===== src/rtl/sed_pkg.sv =====
package sed_pkg;

	// Width of the dividend, divisor and quotient fields.
	localparam int DATA_W = 16;

	// Width of a significant bit count of a DATA_W bit value (0..DATA_W).
	localparam int K_W = $clog2(DATA_W + 1);

	// Default number of estimate steps.
	localparam int DATA_BITS_DEF = 16;

	// Quotient returned for a zero divisor.
	localparam logic [DATA_W-1:0] QUO_DBZ = '1;

	// Working values of one division as it moves down the pipeline.
	typedef struct packed {
		logic [DATA_W-1:0] rem;
		logic [DATA_W-1:0] quo;
		logic [DATA_W-1:0] den;
		logic [K_W-1:0]    k;
		logic              dbz;
	} item_t;

	// Number of significant bits of a value: one more than the index of its top set bit.
	function automatic logic [K_W-1:0] sig_bits(input logic [DATA_W-1:0] v);
		logic [K_W-1:0] n;
		n = '0;
		for (int i = 0; i < DATA_W; i++) begin
			if (v[i]) begin
				n = K_W'(i + 1);
			end
		end
		return n;
	endfunction

endpackage


===== src/rtl/sed_step.sv =====
// One estimate step in two register stages: the estimate and its product with the
// divisor are registered first, then the remainder and quotient are updated.
module sed_step (
	input  logic            clk,
	input  logic            arst_n,
	input  logic            in_valid,
	output logic            in_ready,
	input  sed_pkg::item_t  in_item,
	output logic            out_valid,
	input  logic            out_ready,
	output sed_pkg::item_t  out_item
);

	logic                         a_valid_s1;
	sed_pkg::item_t               a_item_s1;
	logic [sed_pkg::DATA_W-1:0]   a_est_s1;
	logic [sed_pkg::DATA_W-1:0]   a_prod_s1;
	logic                         b_valid_s2;
	sed_pkg::item_t               b_item_s2;

	logic                         a_ready;
	logic                         b_ready;
	logic [sed_pkg::DATA_W-1:0]   est;
	logic [2*sed_pkg::DATA_W-1:0] prod_full;
	sed_pkg::item_t               b_next;

	// A stage may load when it is empty or its contents move on.
	assign b_ready  = !b_valid_s2 || out_ready;
	assign a_ready  = !a_valid_s1 || b_ready;
	assign in_ready = a_ready;

	// The estimate is the remainder shifted down by the divisor's bit count. Its product
	// with the divisor never exceeds the remainder, so the low half holds it exactly.
	assign est       = in_item.rem >> in_item.k;
	assign prod_full = est * in_item.den;

	// First stage: estimate and product.
	always_ff @(posedge clk or negedge arst_n) begin
		if (!arst_n) begin
			a_valid_s1 <= 1'b0;
		end else if (a_ready) begin
			a_valid_s1 <= in_valid;
		end
	end

	always_ff @(posedge clk) begin
		if (a_ready && in_valid) begin
			a_item_s1 <= in_item;
			a_est_s1  <= est;
			a_prod_s1 <= prod_full[sed_pkg::DATA_W-1:0];
		end
	end

	// Second stage: subtract the product and accumulate the estimate.
	always_comb begin
		b_next     = a_item_s1;
		b_next.rem = a_item_s1.rem - a_prod_s1;
		b_next.quo = a_item_s1.quo + a_est_s1;
	end

	always_ff @(posedge clk or negedge arst_n) begin
		if (!arst_n) begin
			b_valid_s2 <= 1'b0;
		end else if (b_ready) begin
			b_valid_s2 <= a_valid_s1;
		end
	end

	always_ff @(posedge clk) begin
		if (b_ready && a_valid_s1) begin
			b_item_s2 <= b_next;
		end
	end

	assign out_valid = b_valid_s2;
	assign out_item  = b_item_s2;

endmodule


===== config.mk =====
export PLATFORM = sky130hd
export DESIGN_NAME = sed_step
export DESIGN_NICKNAME = d
export VERILOG_FILES = /design/src/rtl/sed_pkg.sv /design/src/rtl/sed_step.sv
export SDC_FILE = /design/constraint.sdc
export NUM_CORES = 1
export LEC_CHECK = 0
export ABC_AREA = 0
export BUFFER_PORTS_ARGS = -buffer_cell sky130_fd_sc_hd__buf_2
export CAP_MARGIN = 20
export CORE_MARGIN = 2
export CORE_UTILIZATION = 50
export CTS_BUF_LIST = sky130_fd_sc_hd__clkbuf_2
export DETAILED_ROUTE_END_ITERATION = 16
export GPL_ROUTABILITY_DRIVEN = 0
export PLACE_DENSITY = 0.72
export SLEW_MARGIN = 20
export SYNTH_ARGS = -nofsm -noshare
export SYNTH_HDL_FRONTEND = slang
export SYNTH_SLANG_ARGS = --single-unit

===== constraint.sdc =====
create_clock -name clk -period 3 [get_ports clk]
set_clock_uncertainty 0.1 [all_clocks]
set_input_delay 0.6 -clock clk [delete_from_list [all_inputs] [get_ports clk]]
set_output_delay 0.6 -clock clk [all_outputs]
set_load 0.05 [all_outputs]

==> results.md <==
- Outcome: finished, violations left
- Failing checks: negative setup slack
- Vias in the first global route: 8058
- WHS Path Cells: 2
- Synth cell types: 68
- Maximum buffer depth of the clock tree: 2
- Hold Vio Cnt, Final: 0
- Max Fclk: 0.169 GHz
- Worst-Skew Late Latency: roughly 0.74 ns
- Switching pwr: 3.37 mW
- Least-Margin Pin Slew: 0.736 ns
- Sequential area share after synthesis: 40.4%
- GRT Overall Usage: 25.4%
- Reg power frac: between 30% and 40%
- DRC violations left: 0
- P_int: 4.96 mW
- Via count: 7924
- DRT Pass-1 Iters: 7
- Top_reg_cell synth: edfxtp_1
- Final ANT Viol Nets: 0
- VDD IR max: between 0.3 and 0.4 mV
- Synth Register Bits: 142
- R2R setup slack: 0.16 ns
- Switch share: 40.5%
- Clock Sinks: 142
- GRT Residual Overflow: 0
- WHS Endpoint: a_item_s1[1]
- Max cap viols: 0
- Die height: 149 um
- Post-layout minimum cycle time: 5.91 ns
- CTS Root Cell: clkbuf_2
- Worst Path Buf+Inv: 6
- Combinational Power Share: between 50 and 60%
- Syn_nets: 1123
- Area contributors post-synth: edfxtp_1 (40%), fa_1 (16%), ha_1 (9.4%), inv_1 (5.1%), xnor2_1 (3.6%)
- RSZ-0062 raised after global routing: true
- Die Area: 22200 sq um
- Mapped Cells: 904
- Syn. warnings: 0
- Pin count of the biggest net entering global routing: 55
- Crit path launch type: primary input
- Clock transition at the registers of the reported paths: 0.26 ns
- Synth async-reset ratio: 1.41%
- Pwr Total: approximately 8.3 mW
- R2R Path Start: a_prod_s1[0]
- Slowest cell on the critical path: fa_1
- HPWL after DPL: 19900 um
- FF-to-FF End: out_item[52]
- Reg2Reg Depth: 11
- Crit share post-route: 197%
- Slew headroom: 50.9%
- Hold WC Path Type: primary input to flip-flop
- Syn Area/Cell: 11.6 sq um
- Ports: 114
- Fin nets: 1440
- Clock power share: 13.9%
- TritonCTS Buffers: 17
- Synth top area share: 40.0%
- Worst Setup End Kind: flip-flop
- Initial Utilization: 50.5%
- PortBufs: 113
- Wire per inst: about 18 um
- Most frequent cells in the layout: edfxtp_1 (140), buf_4 (136), inv_1 (131), buf_2 (106), nand2_1 (80)
- Cell count after placement: between 1000 and 1500
- CP dominant cell by count: xnor2_1
- HP Start: in_item[1]
- First DRT Iteration DRCs: 664
- Cell area after synthesis: 10500 sq um
- Setup TNS: -27.38 ns
- Crit path DAT: 6.38 ns
- Critical path required time: between 3 and 4 ns
- Leading area contributor after synthesis: edfxtp_1
- Power Density: 593 nW/um^2
- Area growth syn-to-layout: 33.5%
- Crit-path max FO: 8
- Share of layout cells above drive strength 1: ~36%
- Crit-path max cell delay: between 0.5 and 0.6 ns
- CTS tree: built
- Setup ws final: -2.91 ns
- Initial antenna violation count: 1
- First-pass GRT wire length: 42700 um
- Number of enable flip-flop cells after synthesis: 140
- Routed wire length: 27100 um
- CP top delay family: adder cells
- Leakage: between 6 and 7 nW
- Setup-failing EPs final: 13
- Commonest non-fill, non-tap cell in the layout: edfxtp_1
- Htree depth: 4
- Critical path class: primary input to flip-flop
- Fin cells: 1510
- Row count: 53
- DIE WIDTH: 149 um
- Pre-CTS WS: -4.14 ns
- Vias per cell: between 5 and 6
- Pins Over Slew Limit: 0
- Core area: 20800 sq um
## how the worst max path moves through the flow
stage	from	end	slack [ns]	cells past startpoint
floorplan	in_item[2]	a_prod_s1[15]	-3.46	23
CTS	in_item[1]	a_prod_s1[15]	-2.79	26
global placement	in_item[2]	a_prod_s1[15]	-3.99	25
finish	in_item[1]	a_prod_s1[15]	-2.91	26
global route	in_item[53]	a_prod_s1[15]	-3.03	25
detailed placement	in_item[2]	a_prod_s1[15]	-4.14	24
## through the flow
step / hold slack [ns] / instance area, sq um / utilization, %
2_1_floorplan: 0.204 / 10800 / -
3_3_place_gp: 0.288 / 12600 / 60.5
3_5_place_dp: 0.289 / 12600 / 60.5
4_1_cts: 0.0304 / 14000 / 67.0
5_1_grt: 0.0472 / 14000 / 67.4
6_report: 0.104 / 14000 / 67.4
## sequential cells by signal, indices dropped and copies added, names as in the netlist
signal      cells
a_item_s1      54
a_est_s1       16
out_item       54
a_valid_s1      1
out_valid       1
a_prod_s1      16
## power by group through the flow
stage               Sequential, mW  Clock, mW  Combinational, mW
floorplan                     3.20          0               2.37
global placement              2.74          0               3.86
detailed placement            2.75          0               3.99
CTS                           2.70       1.18               4.38
global route                  2.73       1.24               4.88
finish                        2.70       1.16               4.47
## cells by family after synthesis
kind of cell | Yosys count | synth area share [%]
AND/OR/NAND/NOR | 263 | 13.0
buffers and inverters | 172 | 6.61
adder cells (fa/ha/maj) | 161 | 25.0
flip-flops | 142 | 40.4
AO/OA/AOI/OAI | 82 | 5.28
XOR/XNOR | 57 | 5.08
multiplexers | 27 | 4.59
## cell type report
| type | count | area (sq um) |
|---|---|---|
| flip-flops and latches | 142 | 4250 |
| clock buffers | 17 | 85.1 |
| clock inverters | 15 | 161 |
| repair buffers | 325 | 2470 |
| multi-input cells | 590 | 6170 |
| diodes | 1 | 2.50 |
| inverters | 145 | 547 |
| fillers | 1466 | 6780 |
| well taps | 275 | 344 |
## metal layers
layer | up-vias | wire length [um] | GRT usage, %
met5 | - | 0 | 0
met4 | 0 | 976 | 9.67
met3 | 73 | 2000 | 6.45
met2 | 314 | 13200 | 42.1
met1 | 3867 | 10900 | 32.2
li1 | 3670 | - | -
## cell usage after synthesis (11+ instances only)
cell type  number
clkbuf_1       19
and2_1         59
nand2b_1       11
xor2_1         11
a21oi_1        23
fa_1           82
xnor2_1        43
mux4_2         14
nand2_1        86
and3_1         28
nor2_1         31
ha_1           79
edfxtp_1      140
o21ai_0        14
inv_1         143
## repair_timing
item                       in CTS  in global routing
setup endpoints to repair      13                 19
cloned                          1                  0
hold endpoints to repair       46                  0
pin swaps                      58                 15
hold buffers                   47                  0
gates resized for setup       108                 16
buffers inserted               24                  3
No activity file was read; power rests on OpenSTA's default activity.
